--- config.mk ---
export PLATFORM = sky130hd
export DESIGN_NAME = gregorian_julian_day_converter_unit
export DESIGN_NICKNAME = d
export VERILOG_FILES = /design/src/rtl/core/gjdc_pkg.sv /design/src/rtl/core/gregorian_julian_day_converter_unit.sv
export SDC_FILE = /design/constraint.sdc
export NUM_CORES = 1
export LEC_CHECK = 0
export ABC_AREA = 1
export CAP_MARGIN = 10
export CELL_PAD_IN_SITES_DETAIL_PLACEMENT = 1
export CELL_PAD_IN_SITES_GLOBAL_PLACEMENT = 2
export CORE_ASPECT_RATIO = 0.75
export CORE_MARGIN = 5
export CORE_UTILIZATION = 43
export CTS_CLUSTER_DIAMETER = 80
export DETAILED_ROUTE_END_ITERATION = 16
export DONT_BUFFER_PORTS = 1
export GPL_TIMING_DRIVEN = 0
export PLACE_DENSITY = 0.79
export SLEW_MARGIN = 10
export SYNTH_ARGS = -nofsm -noshare
export SYNTH_HDL_FRONTEND = slang
export SYNTH_SLANG_ARGS = --single-unit
--- constraint.sdc ---
create_clock -name clk_i -period 7.1 [get_ports clk_i]
set_input_delay 0.71 -clock clk_i [delete_from_list [all_inputs] [get_ports clk_i]]
set_output_delay 0.71 -clock clk_i [all_outputs]
set_load 0.01 [all_outputs]
--- src/rtl/core/gjdc_pkg.sv ---
// Shared types, constants and helper functions of the Gregorian / Julian day converter.
package gjdc_pkg;

  // Field widths of the input and result items.
  localparam int unsigned MonthW   = 4;
  localparam int unsigned DayW     = 5;
  localparam int unsigned YearW    = 14;
  localparam int unsigned JdnW     = 23;
  localparam int unsigned WdayW    = 3;
  localparam int unsigned DoyW     = 9;
  localparam int unsigned InDataW  = 24;
  localparam int unsigned OutDataW = 64;
  localparam int unsigned OutPadW  = OutDataW - (JdnW + MonthW + DayW + YearW + WdayW + DoyW);

  // Shifted year: year - 1 + 4800 keeps every term of the day count non-negative.
  localparam logic [YearW:0] YearBias = 15'd4799;

  // Reciprocal of 25 scaled by 2^17; exact for dividends below 43690.
  localparam logic [12:0] Recip25  = 13'd5243;
  localparam int unsigned RecipShift = 17;

  // Day number of 1 January is 365*Y + Y/4 - Y/100 + Y/400 - Jan1Offset.
  localparam logic [JdnW-1:0] Jan1Offset = 23'd31738;

  // Fallback date, 11 May 1959.
  localparam logic [JdnW-1:0]   DefJdn   = 23'd2436700;
  localparam logic [MonthW-1:0] DefMonth = 4'd5;
  localparam logic [DayW-1:0]   DefDay   = 5'd11;
  localparam logic [YearW-1:0]  DefYear  = 14'd1959;
  localparam logic [WdayW-1:0]  DefWday  = 3'd0;
  localparam logic [DoyW-1:0]   DefDoy   = 9'd131;

  // Month codes used by the tables.
  localparam logic [MonthW-1:0] MonJan = 4'd1;
  localparam logic [MonthW-1:0] MonFeb = 4'd2;
  localparam logic [MonthW-1:0] MonDec = 4'd12;

  // Stage 1 payload: input fields and the first products.
  typedef struct packed {
    logic [MonthW-1:0] month;
    logic [DayW-1:0]   day;
    logic [YearW-1:0]  year;
    logic [25:0]       prod_shift;  // (Y/4) * Recip25
    logic [24:0]       prod_year;   // (year/4) * Recip25
    logic [JdnW-1:0]   base;        // 365*Y + Y/4 - Jan1Offset
  } s1_t;

  // Stage 2 payload: validity, day of year and day number of 1 January.
  typedef struct packed {
    logic [MonthW-1:0] month;
    logic [DayW-1:0]   day;
    logic [YearW-1:0]  year;
    logic              ok;
    logic [DoyW-1:0]   doy;
    logic [JdnW-1:0]   jan1;
  } s2_t;

  // Stage 3 and output payload: the chosen date.
  typedef struct packed {
    logic [JdnW-1:0]   jdn;
    logic [MonthW-1:0] month;
    logic [DayW-1:0]   day;
    logic [YearW-1:0]  year;
    logic [DoyW-1:0]   doy;
    logic              ok;
  } s3_t;

  // Days in the year before the first of a month.
  function automatic logic [DoyW-1:0] days_before(logic [MonthW-1:0] m);
    logic [DoyW-1:0] r;
    case (m)
      4'd1:    r = 9'd0;
      4'd2:    r = 9'd31;
      4'd3:    r = 9'd59;
      4'd4:    r = 9'd90;
      4'd5:    r = 9'd120;
      4'd6:    r = 9'd151;
      4'd7:    r = 9'd181;
      4'd8:    r = 9'd212;
      4'd9:    r = 9'd243;
      4'd10:   r = 9'd273;
      4'd11:   r = 9'd304;
      4'd12:   r = 9'd334;
      default: r = 9'd0;
    endcase
    return r;
  endfunction

  // Length of a month; zero for codes that are not a month.
  function automatic logic [DayW-1:0] month_len(logic [MonthW-1:0] m, logic leap);
    logic [DayW-1:0] r;
    case (m)
      4'd1, 4'd3, 4'd5, 4'd7, 4'd8, 4'd10, 4'd12: r = 5'd31;
      4'd4, 4'd6, 4'd9, 4'd11:                    r = 5'd30;
      4'd2:    r = leap ? 5'd29 : 5'd28;
      default: r = 5'd0;
    endcase
    return r;
  endfunction

  // Remainder modulo 7 by folding octal digits, since 8 is 1 modulo 7.
  function automatic logic [WdayW-1:0] mod7(logic [JdnW-1:0] v);
    logic [JdnW:0] ext;
    logic [5:0]    s1;
    logic [3:0]    s2;
    logic [3:0]    s3;
    ext = {1'b0, v};
    s1  = '0;
    for (int i = 0; i < (JdnW + 1) / 3; i++) begin
      s1 = s1 + 6'(ext[3*i +: 3]);
    end
    s2 = 4'(s1[5:3]) + 4'(s1[2:0]);
    s3 = 4'(s2[3]) + 4'(s2[2:0]);
    return (s3 == 4'd7) ? 3'd0 : s3[2:0];
  endfunction

endpackage

--- src/rtl/core/gregorian_julian_day_converter_unit.sv ---
// Top level: four-stage pipeline turning a Gregorian date into its checked Julian day record.
//
// Usage:
//   Input channel s_axis_*: one transfer carries a month, day and year.
//   Output channel m_axis_*: one transfer carries the chosen day number, its
//   month, day and year, the weekday (0 Monday) and the day of year; tuser is
//   high when the input date was a real calendar date and low when the
//   default date 11 May 1959 was substituted.
//   An input transfer passes through four register stages to the output
//   register: shifted-year products, century correction and validity, day
//   number select, weekday fold into the output register. Throughput is one
//   date per cycle while the receiver keeps m_axis_tready high.
//   Every stage has its own valid bit and loads whenever it is empty or the
//   stage after it moves, so bubbles close up while the receiver stalls.
//   When m_axis_tready stays low the four stages fill and s_axis_tready drops;
//   nothing is lost or repeated and the output holds steady.
//   Reset clears all valid bits; the block needs no warm-up after reset.
module gregorian_julian_day_converter_unit
  import gjdc_pkg::*;
(
  input  logic                clk_i,
  input  logic                rst_ni,
  input  logic                s_axis_tvalid,
  output logic                s_axis_tready,
  input  logic [InDataW-1:0]  s_axis_tdata,   // month_in[3:0], day_in[8:4], year_in[22:9]
  output logic                m_axis_tvalid,
  input  logic                m_axis_tready,
  output logic [OutDataW-1:0] m_axis_tdata,   // julian_day, month_out, day_out,
                                              // year_out, weekday, day_of_year
  output logic                m_axis_tuser    // date_valid
);

  logic v1_q, v2_q, v3_q, v4_q;
  logic rdy1, rdy2, rdy3, rdy4;
  s1_t  s1_d, s1_q;
  s2_t  s2_d, s2_q;
  s3_t  s3_d, s3_q, s4_q;
  logic [WdayW-1:0] wday_d, wday_q;

  logic [MonthW-1:0] in_month;
  logic [DayW-1:0]   in_day;
  logic [YearW-1:0]  in_year;
  logic [YearW:0]    shift_year;

  logic [8:0]        q_shift;
  logic [7:0]        q_year;
  logic [YearW-1:0]  year_rem;
  logic              leap;
  logic [DayW-1:0]   mlen;

  // A stage may load when it is empty or its contents move on.
  assign rdy4 = !v4_q || m_axis_tready;
  assign rdy3 = !v3_q || rdy4;
  assign rdy2 = !v2_q || rdy3;
  assign rdy1 = !v1_q || rdy2;
  assign s_axis_tready = rdy1;

  // Stage 1: shifted year, base day count and the products for the divisions by 100.
  assign in_month   = s_axis_tdata[3:0];
  assign in_day     = s_axis_tdata[8:4];
  assign in_year    = s_axis_tdata[22:9];
  assign shift_year = {1'b0, in_year} + YearBias;

  always_comb begin
    s1_d.month      = in_month;
    s1_d.day        = in_day;
    s1_d.year       = in_year;
    s1_d.prod_shift = 26'(shift_year[YearW:2]) * 26'(Recip25);
    s1_d.prod_year  = 25'(in_year[YearW-1:2]) * 25'(Recip25);
    s1_d.base       = JdnW'(shift_year) * 23'd365 + JdnW'(shift_year[YearW:2]) - Jan1Offset;
  end

  // Stage 2: century terms, leap year, date check and day of year.
  assign q_shift  = s1_q.prod_shift[25:RecipShift];
  assign q_year   = s1_q.prod_year[24:RecipShift];
  assign year_rem = s1_q.year - YearW'(q_year) * 14'd100;
  assign leap     = (s1_q.year[1:0] == 2'd0) && ((year_rem != '0) || (q_year[1:0] == 2'd0));
  assign mlen     = month_len(s1_q.month, leap);

  always_comb begin
    s2_d.month = s1_q.month;
    s2_d.day   = s1_q.day;
    s2_d.year  = s1_q.year;
    s2_d.ok    = (s1_q.month >= MonJan) && (s1_q.month <= MonDec) &&
                 (s1_q.day != '0) && (s1_q.day <= mlen);
    s2_d.doy   = days_before(s1_q.month) + DoyW'(s1_q.day) +
                 DoyW'(leap && (s1_q.month > MonFeb));
    s2_d.jan1  = s1_q.base - JdnW'(q_shift) + JdnW'(q_shift[8:2]);
  end

  // Stage 3: pick the day number of the input date or of the default date.
  always_comb begin
    s3_d.ok = s2_q.ok;
    if (s2_q.ok) begin
      s3_d.jdn   = s2_q.jan1 + JdnW'(s2_q.doy) - 23'd1;
      s3_d.month = s2_q.month;
      s3_d.day   = s2_q.day;
      s3_d.year  = s2_q.year;
      s3_d.doy   = s2_q.doy;
    end else begin
      s3_d.jdn   = DefJdn;
      s3_d.month = DefMonth;
      s3_d.day   = DefDay;
      s3_d.year  = DefYear;
      s3_d.doy   = DefDoy;
    end
  end

  // Stage 4: weekday from the day number.
  assign wday_d = mod7(s3_q.jdn);

  // Valid bits of the four stages.
  always_ff @(posedge clk_i or negedge rst_ni) begin
    if (!rst_ni) begin
      v1_q <= 1'b0;
      v2_q <= 1'b0;
      v3_q <= 1'b0;
      v4_q <= 1'b0;
    end else begin
      if (rdy1) v1_q <= s_axis_tvalid;
      if (rdy2) v2_q <= v1_q;
      if (rdy3) v3_q <= v2_q;
      if (rdy4) v4_q <= v3_q;
    end
  end

  // Payload registers load only with a valid item.
  always_ff @(posedge clk_i) begin
    if (rdy1 && s_axis_tvalid) s1_q <= s1_d;
    if (rdy2 && v1_q)          s2_q <= s2_d;
    if (rdy3 && v2_q)          s3_q <= s3_d;
    if (rdy4 && v3_q) begin
      s4_q   <= s3_q;
      wday_q <= wday_d;
    end
  end

  // Output register drives the result channel.
  assign m_axis_tvalid = v4_q;
  assign m_axis_tdata  = {{OutPadW{1'b0}}, s4_q.doy, wday_q, s4_q.year,
                          s4_q.day, s4_q.month, s4_q.jdn};
  assign m_axis_tuser  = s4_q.ok;

endmodule

[After elaboration in Yosys (flattened, before gate mapping)]
Memory sizes are Yosys's and may differ from the RTL's. A register that Yosys moved wholly into a read port is not among the register bits.
Index checks and enable logic that the tools add are counted.
Word-level totals
  flip-flop bits (word level): 272
  memory bits (read-only): 144
  output and inout bits: 67
  memories: 1
Memory list
  (name not given): words 16, bits a word 9, rd ports 1, clocked after Yosys merged registers in 1, wr ports 0, RTL line gjdc_pkg.sv:71  | case (m)
Cells by class
  add/sub/neg operators: 19
  multiply operators: 4
  $lt $le $gt $ge: 4
  equality and inequality tests: 13
  mux-type cells: 3
  reductions and logical operators: 24
Operators with widths (number)
  $mul A13 B13 Y26 const B: 1
  $mul A12 B13 Y25 const B: 1
  $add A23 B13 Y23: 1
  $add A23 B7 Y23: 1
  $add A23 B9 Y23: 1
  $mul A15 B9 Y23 const B: 1
  $sub A23 B1 Y23 const B: 1
  $sub A23 B15 Y23 const B: 1
  $sub A23 B9 Y23: 1
  $eq A4 B3 Y1 const B: 5
  $eq A4 B4 Y1 const B: 5
  $add A6 B3 Y6: 3
  $add A14 B13 Y15 const B: 1
  $pmux W5 S3: 1
  $reduce_bool A14 Y1: 1
  $sub A14 B14 Y14: 1
  $mul A8 B5 Y12 const B: 1
  $add A9 B1 Y9: 1
  $add A9 B5 Y9: 1
  $logic_and A1 B1 Y1: 9
  $add A3 B3 Y4: 2
  $eq A4 B2 Y1 const B: 2
  $reduce_or A7 Y1: 1
  $add A5 B3 Y6: 1
  15 further kinds: 23

[Logic depth before layout (Yosys ltp)]
Gate-level depths: netlist (run 1).
  depth in word-level cells: 10
  mapped depth: 32
  gate-level depth less buffers: 32

[Worst setup path before layout (run 1)]
No wires, ideal clock.
  path kind: input -> register
  start: in s_axis_tdata[9]
  end: reg s1_q, in the netlist q_shift[3], data pin
  setup time: 259 ps
  arrival time: 5767 ps
  data required time: 6841 ps
  path slack: 1074 ps
  stages: 28
  cells stage by stage: inv_1 > ha_1 > nand2_1 > nor3_2 > inv_1 > a21oi_2 > inv_1 > nand2_1 > nand2_1 > nand3_2 > xor2_2 > inv_1 > ha_1 > fa_1 > fa_1 > inv_1 > fa_1 > fa_1 > inv_1 > ha_1 > a21o_1 > a21boi_0 > nor2_1 > nor2_1 > nand2_1 > nand3_1 > nand2_1 > xor2_1
RTL lines
  start, declared: RTL line gregorian_julian_day_converter_unit.sv:25  | input logic [InDataW-1:0] s_axis_tdata,
  end signal, assigned: RTL line gregorian_julian_day_converter_unit.sv:129  | if (rdy1 && s_axis_tvalid) s1_q <= s1_d;
  end, declared: RTL line gregorian_julian_day_converter_unit.sv:35  | s1_t s1_d, s1_q;

==> impl_metrics.py, run 1 <==
metrics = {
    "timing": {
        "clock-skew-final_ns": 0.01161,
        "rsz0062_at_grt": "no",
        "final.min_clock_period_ns": 6.573,
        "worst_pin_slew_ns": 1.301,
        "finalSetupViolations": 0,
        "drv_slew": 0,
        "tns_ns": 0,
        "max_freq_ghz": 0.1521,
        "slew_headroom_pct": 12.99,
        "hold_viol_final": 0,
        "period_share_pct": 92.58,
    },
    "die": {
        "die_w_um": 279.4,
        "initial_core_util_pct": 43.22,
        "die_area_sq_um": 59250,
        "coreArea_sq_um": 54160,
        "pin_count": 95,
        "num_rows": 74,
        "die_y_um": 212.1,
    },
    "clock_tree": {
        "h-tree-depth": 1,
        "ctsResizeCount": 0,
        "cts.clk_slew.worst_paths_ns": 0.06,
        "max-clock-path-buffers": 3,
        "cts_buffers": 29,
        "root_buffer": "clkbuf_16",
        "cts_tree": "done",
        "insertion_delay_ns": 0.57,
        "clock_sinks": 247,
    },
    "logic_synthesis": {
        "synth_most_common_cell": "inv_1",
        "synth-seq-cells": 247,
        "synth.distinct_cells": 55,
        "synth_warnings": 0,
        "synth_edf_count": 234,
        "synth_top_area_share_pct": 30.02,
        "netlist_area_sq_um": 23410,
        "synth.area.top_cells": "edfxtp_1 30%, ha_1 19%, fa_1 17%",
        "synthFlopType": "edfxtp_1",
        "synth_largest_area_cell": "edfxtp_1",
        "async_flop_share_pct": 1.619,
        "ys_top_cells_by_count": "581 x inv_1, 361 x ha_1, 352 x nand2_1, 234 x edfxtp_1, 198 x fa_1",
        "seq_area_frac_synth_pct": 31.21,
        "synthCells": 2446,
        "avgSynthCellArea_sq_um": 9.570,
    },
    "critical_path": {
        "rr_startpoint": "q_year[4]",
        "worst-path-max-fanout": 7,
        "worst-r2r-cell-count": 28,
        "crit_path_start_kind": "input port",
        "critPathRequiredTime_ns": 7.41,
        "critPathArrivalTime_ns": 6.89,
        "endpoint_kind": "flip-flop",
        "cp-startpoint": "s_axis_tdata[9]",
        "path_class": "input port to flip-flop",
    },
    "global_route": {
        "grt_overflow": 0,
        "track_usage_pct": 20.72,
        "grt_first_pass_wirelength_um": 98100,
        "grt_pass1_vias": 17650,
        "antenna_found_initial": 0,
        "grt_max_degree": 34,
    },
    "placed_design": {
        "place_hpwl_um": 52470,
        "port_buffers": 0,
        "finalWeightedCongestion": 0.9030,
    },
    "routing": {
        "wl_per_cell_um": 18.84,
        "avgViaCountPerCell": 5.065,
        "wl_um": 60900,
        "ant_nets": 0,
        "drtPass1Iterations": 5,
        "drtIter0Drc": 742,
        "dr_total_vias": 16370,
        "drc": 0,
    },
    "finish": {
        "fill_cells": 6189,
        "ff_latch_area_sq_um": 7307,
        "antenna_cells": 0,
        "final_layout_size_suffix_gt1_share_pct": 4.900,
        "area_growth_pct": 8.616,
        "nets": 3074,
        "multi_input_area_sq_um": 13860,
    },
    "job": {
        "maxCapViolations": 0,
    },
    "outcome": {
        "status": "finished clean",
    },
    "min_path": {
        "holdCritStartpoint": "s_axis_tdata[11]",
        "worstHoldPathCells": 0,
        "hp-class": "input port to flip-flop",
    },
}
[flip-flops by register name, summed over array words and instances, names as in the netlist, named ones only]
signal         flops
v1_q               1
q_year             8
wday_q             3
v3_q               1
m_axis_tuser       1
s1_q              46
q_shift            9
v2_q               1
m_axis_tdata      55
m_axis_tvalid      1
s3_q              56
s2_q              56
[repair_timing]
action,in CTS,in global routing
hold endpoints to repair,4,0
setup buffers,0,0
hold buffers,1,0
[critical path, stage by stage]
cell	delay, ns
nor3_2	0.24
nand2_2	0.10
a21oi_2	0.18
nand2_1	0.10
nand2_2	0.09
o21bai_2	0.08
xor2_1	0.86
inv_1	0.47
fa_1	0.63
inv_1	0.04
ha_1	0.29
inv_1	0.05
fa_1	0.47
inv_1	0.06
fa_1	0.52
fa_1	0.50
ha_1	0.35
nand2_1	0.07
nor2_1	0.15
inv_1	0.09
nor3_2	0.14
nand4_1	0.11
nand3_1	0.29
a21oi_1	0.13
xor2_1	0.16
[logic make-up (layout without fill, tap and decap cells)]
logic type	count (synthesis)	after routing	share of synthesized area, %
other	1	6	0.01602
adder cells (fa/ha/maj)	559	559	36.23
XOR/XNOR	87	87	3.287
AND/OR/NAND/NOR	660	660	12.22
AO/OA/AOI/OAI	292	292	7.296
flip-flops	247	247	31.21
buffers and inverters	600	659	9.739
[layout by cell type, fill, tap and decap left out, types with 10 or more instances in the layout]
cell type    n
nand4_1     24
nand2_1    352
a21oi_1    126
o21bai_1    11
xnor2_1     27
edfxtp_1   234
inv_1      578
fa_1       198
nand3_1     82
clkbuf_16   29
ha_1       361
or2_2       17
a21o_1      17
o21ai_1     10
nor3_1      24
xor2_1      58
o21ai_0     74
nor2_1     127
[per-stage QoR]
| stage | std cells | setup WS [ns] | hold slack (ns) | area, sq um | utilization (%) |
|---|---|---|---|---|---|
| after global placement | 3173 | -0.03276 | 0.4034 | 24330 | 44.92 |
| after floorplan | 2451 | 1.074 | 0.4003 | 23430 | - |
| after global routing | 3232 | 0.04412 | 0.1956 | 25430 | 46.94 |
| after CTS | 3232 | 0.5400 | 0.1949 | 25430 | 46.94 |
| final | 3232 | 0.5270 | 0.2230 | 25430 | 46.94 |
| after detailed placement | 3177 | -0.04702 | 0.4063 | 24440 | 45.11 |
[layer usage]
layer  vias to the layer above  global-route usage (%)  part of all wire (%)
li1                       7983                       -                     -
met1                      8105                   31.18                    50
met2                       238                   32.80                    44
met3                        45                   2.898                   4.1
met4                         0                   3.189                   1.5
met5                         -                       0                     0
[worst paths after layout]
kind | endpoint | slack [ns]
max | q_shift[6] | 0.53
min | s1_q[76] | 0.22
max reg2reg | s2_q[31] | 1.07
min reg2reg | m_axis_tdata[43] | 0.42
max in group asynchronous | m_axis_tvalid | 6.49
min in group asynchronous | v2_q | 0.42
[cell type report]
type	count	area share, %
Multi-Input combinational cell	1604	54.50
Sequential cell	247	28.74
Inverter	588	8.710
Tap cell	722	3.553
Clock buffer	32	2.898
Clock inverter	22	0.9547
Timing Repair Buffer	5	0.3838
Buffer	12	0.2657
Power of run 1 is left out: the tool's default activity adds up to more than one toggle a clock period on the data nets, which glitch-free logic cannot reach.
==> inputs of run 2 (changes only) <==
CORE_MARGIN = 4   (was 5)
HOLD_SLACK_MARGIN = 0.12   (was not set)
==> impl_metrics.py, run 2 (synthesis gave the netlist of run 1 again) <==
metrics = {
    "critical_path": {
        "rr_startpoint": "q_year[4]",
        "r2r_setup_slack_ns": 0.85,
        "critPathArrivalTime_ns": 6.96,
        "crit_path_start_kind": "input port",
        "worst-r2r-cell-count": 28,
        "worst-path-max-fanout": 10,
        "path_class": "input port to flip-flop",
        "regToRegEndpoint": "s2_q[31]",
        "critPathRequiredTime_ns": 7.46,
        "endpoint_kind": "flip-flop",
    },
    "outcome": {
        "status": "finished clean",
    },
    "placed_design": {
        "place_hpwl_um": 53140,
        "finalWeightedCongestion": 0.9026,
        "dp.cells": 3167,
        "port_buffers": 0,
    },
    "clock_tree": {
        "max-clock-path-buffers": 3,
        "h-tree-depth": 1,
        "root_buffer": "clkbuf_16",
        "cts_buffers": 29,
        "cts_tree": "done",
        "insertion_delay_ns": 0.59,
        "cts.clk_slew.worst_paths_ns": 0.07,
        "clock_sinks": 247,
    },
    "finish": {
        "multi_input_area_sq_um": 13870,
        "area_growth_pct": 8.980,
        "ff_latch_area_sq_um": 7307,
        "antenna_cells": 0,
        "nets": 3074,
        "final_common_cell": "inv_1",
        "fin_cells": 3222,
        "fill_cells": 6044,
        "final_layout_size_suffix_gt1_share_pct": 5.100,
        "final_cell_mix": "578 x inv_1, 361 x ha_1, 352 x nand2_1, 234 x edfxtp_1, 198 x fa_1",
        "fin_util_pct": 47.74,
    },
    "routing": {
        "wl_um": 61930,
        "top_layer": "met4",
        "dr_total_vias": 16360,
        "drc": 0,
        "drtIter0Drc": 864,
        "wl_met2_um": 27530,
        "wl_met1_um": 31290,
        "avgViaCountPerCell": 5.077,
        "ant_nets": 0,
        "drtPass1Iterations": 5,
        "wl_per_cell_um": 19.22,
        "wl_met3_um": 2158,
    },
    "min_path": {
        "hp-class": "input port to flip-flop",
        "worstHoldPathCells": 0,
        "holdCritStartpoint": "s_axis_tdata[5]",
        "hold_end": "s1_q[89]",
    },
    "die": {
        "num_rows": 73,
        "coreArea_sq_um": 53430,
        "die_area_sq_um": 58270,
        "pin_count": 95,
        "die_w_um": 277.4,
        "initial_core_util_pct": 43.81,
        "die_y_um": 210.1,
    },
    "timing": {
        "slew_headroom_pct": 26.80,
        "tns_ns": 0,
        "clock-skew-final_ns": 0.02787,
        "max_freq_ghz": 0.1515,
        "hold_viol_final": 0,
        "period_share_pct": 92.94,
        "worst_pin_slew_ns": 1.094,
        "fin_hold_ws_ns": 0.2133,
        "finalSetupViolations": 0,
        "drv_slew": 0,
        "final.min_clock_period_ns": 6.599,
        "rsz0062_at_grt": "no",
    },
    "job": {
        "maxCapViolations": 0,
    },
    "global_route": {
        "grt_first_pass_wirelength_um": 99350,
        "grt_max_degree": 37,
        "track_usage_pct": 21.44,
        "grt_pass1_vias": 17680,
        "antenna_found_initial": 2,
        "grt_overflow": 0,
    },
}
## run 2: worst max-delay path, stage by stage
cell	delay [ns]
inv_1	0.11
ha_1	0.27
nand2_1	0.13
nor3_2	0.17
inv_1	0.09
a21oi_2	0.22
inv_1	0.07
nand2_1	0.08
nand2_1	0.08
nand2_1	0.06
and2_1	0.61
inv_1	0.29
fa_1	0.56
inv_1	0.04
ha_1	0.31
inv_1	0.06
fa_1	0.47
inv_1	0.06
fa_1	0.53
fa_1	0.51
ha_1	0.35
nand2_1	0.07
nor2_1	0.15
nand2_1	0.07
o21ai_0	0.42
nand2_1	0.10
nand2_1	0.09
xor2_1	0.29
## run 2: area by class of cell
class	instances	share of cell area, %
Buffer	12	0.2648
Clock buffer	33	2.982
Clock inverter	21	1.211
Inverter	588	8.681
Multi-Input combinational cell	1604	54.37
Sequential cell	247	28.64
Tap cell	712	3.492
Timing Repair Buffer	5	0.3531
## run 2: timing repair
| item | in CTS | in global routing |
|---|---|---|
| endpoints found under the setup margin | 0 | 1 |
| endpoints found under the hold margin | 4 | 0 |
| hold buffers | 1 | 0 |
| gates resized for setup | 0 | 1 |
| buffers inserted | 0 | 0 |
## run 2: how the worst max path moves through the flow
stage / start / to / slack, ns
global route: s_axis_tdata[9] / q_shift[6] / 0.11
global placement: s_axis_tdata[9] / q_shift[6] / -0.07
CTS: s_axis_tdata[9] / s1_q[21] / 0.43
floorplan: s_axis_tdata[9] / q_shift[3] / 1.07
finish: s_axis_tdata[9] / q_shift[2] / 0.50
detailed placement: s_axis_tdata[9] / s1_q[21] / -0.18
## run 2: metal layers
metal | vias to the layer above | GRT usage [%]
li1 | 7980 | -
met1 | 8095 | 32.09
met2 | 235 | 34.24
met3 | 49 | 2.580
met4 | 0 | 3.547
met5 | - | 0
## run 2: through the flow
| stage | setup WS (ns) | instance area [sq um] |
|---|---|---|
| after floorplan | 1.074 | 23430 |
| after global placement | -0.06880 | 24320 |
| after detailed placement | -0.1805 | 24420 |
| after CTS | 0.4339 | 25500 |
| after global routing | 0.1051 | 25510 |
| final | 0.5015 | 25510 |
Power of run 2 is left out for the same reason.
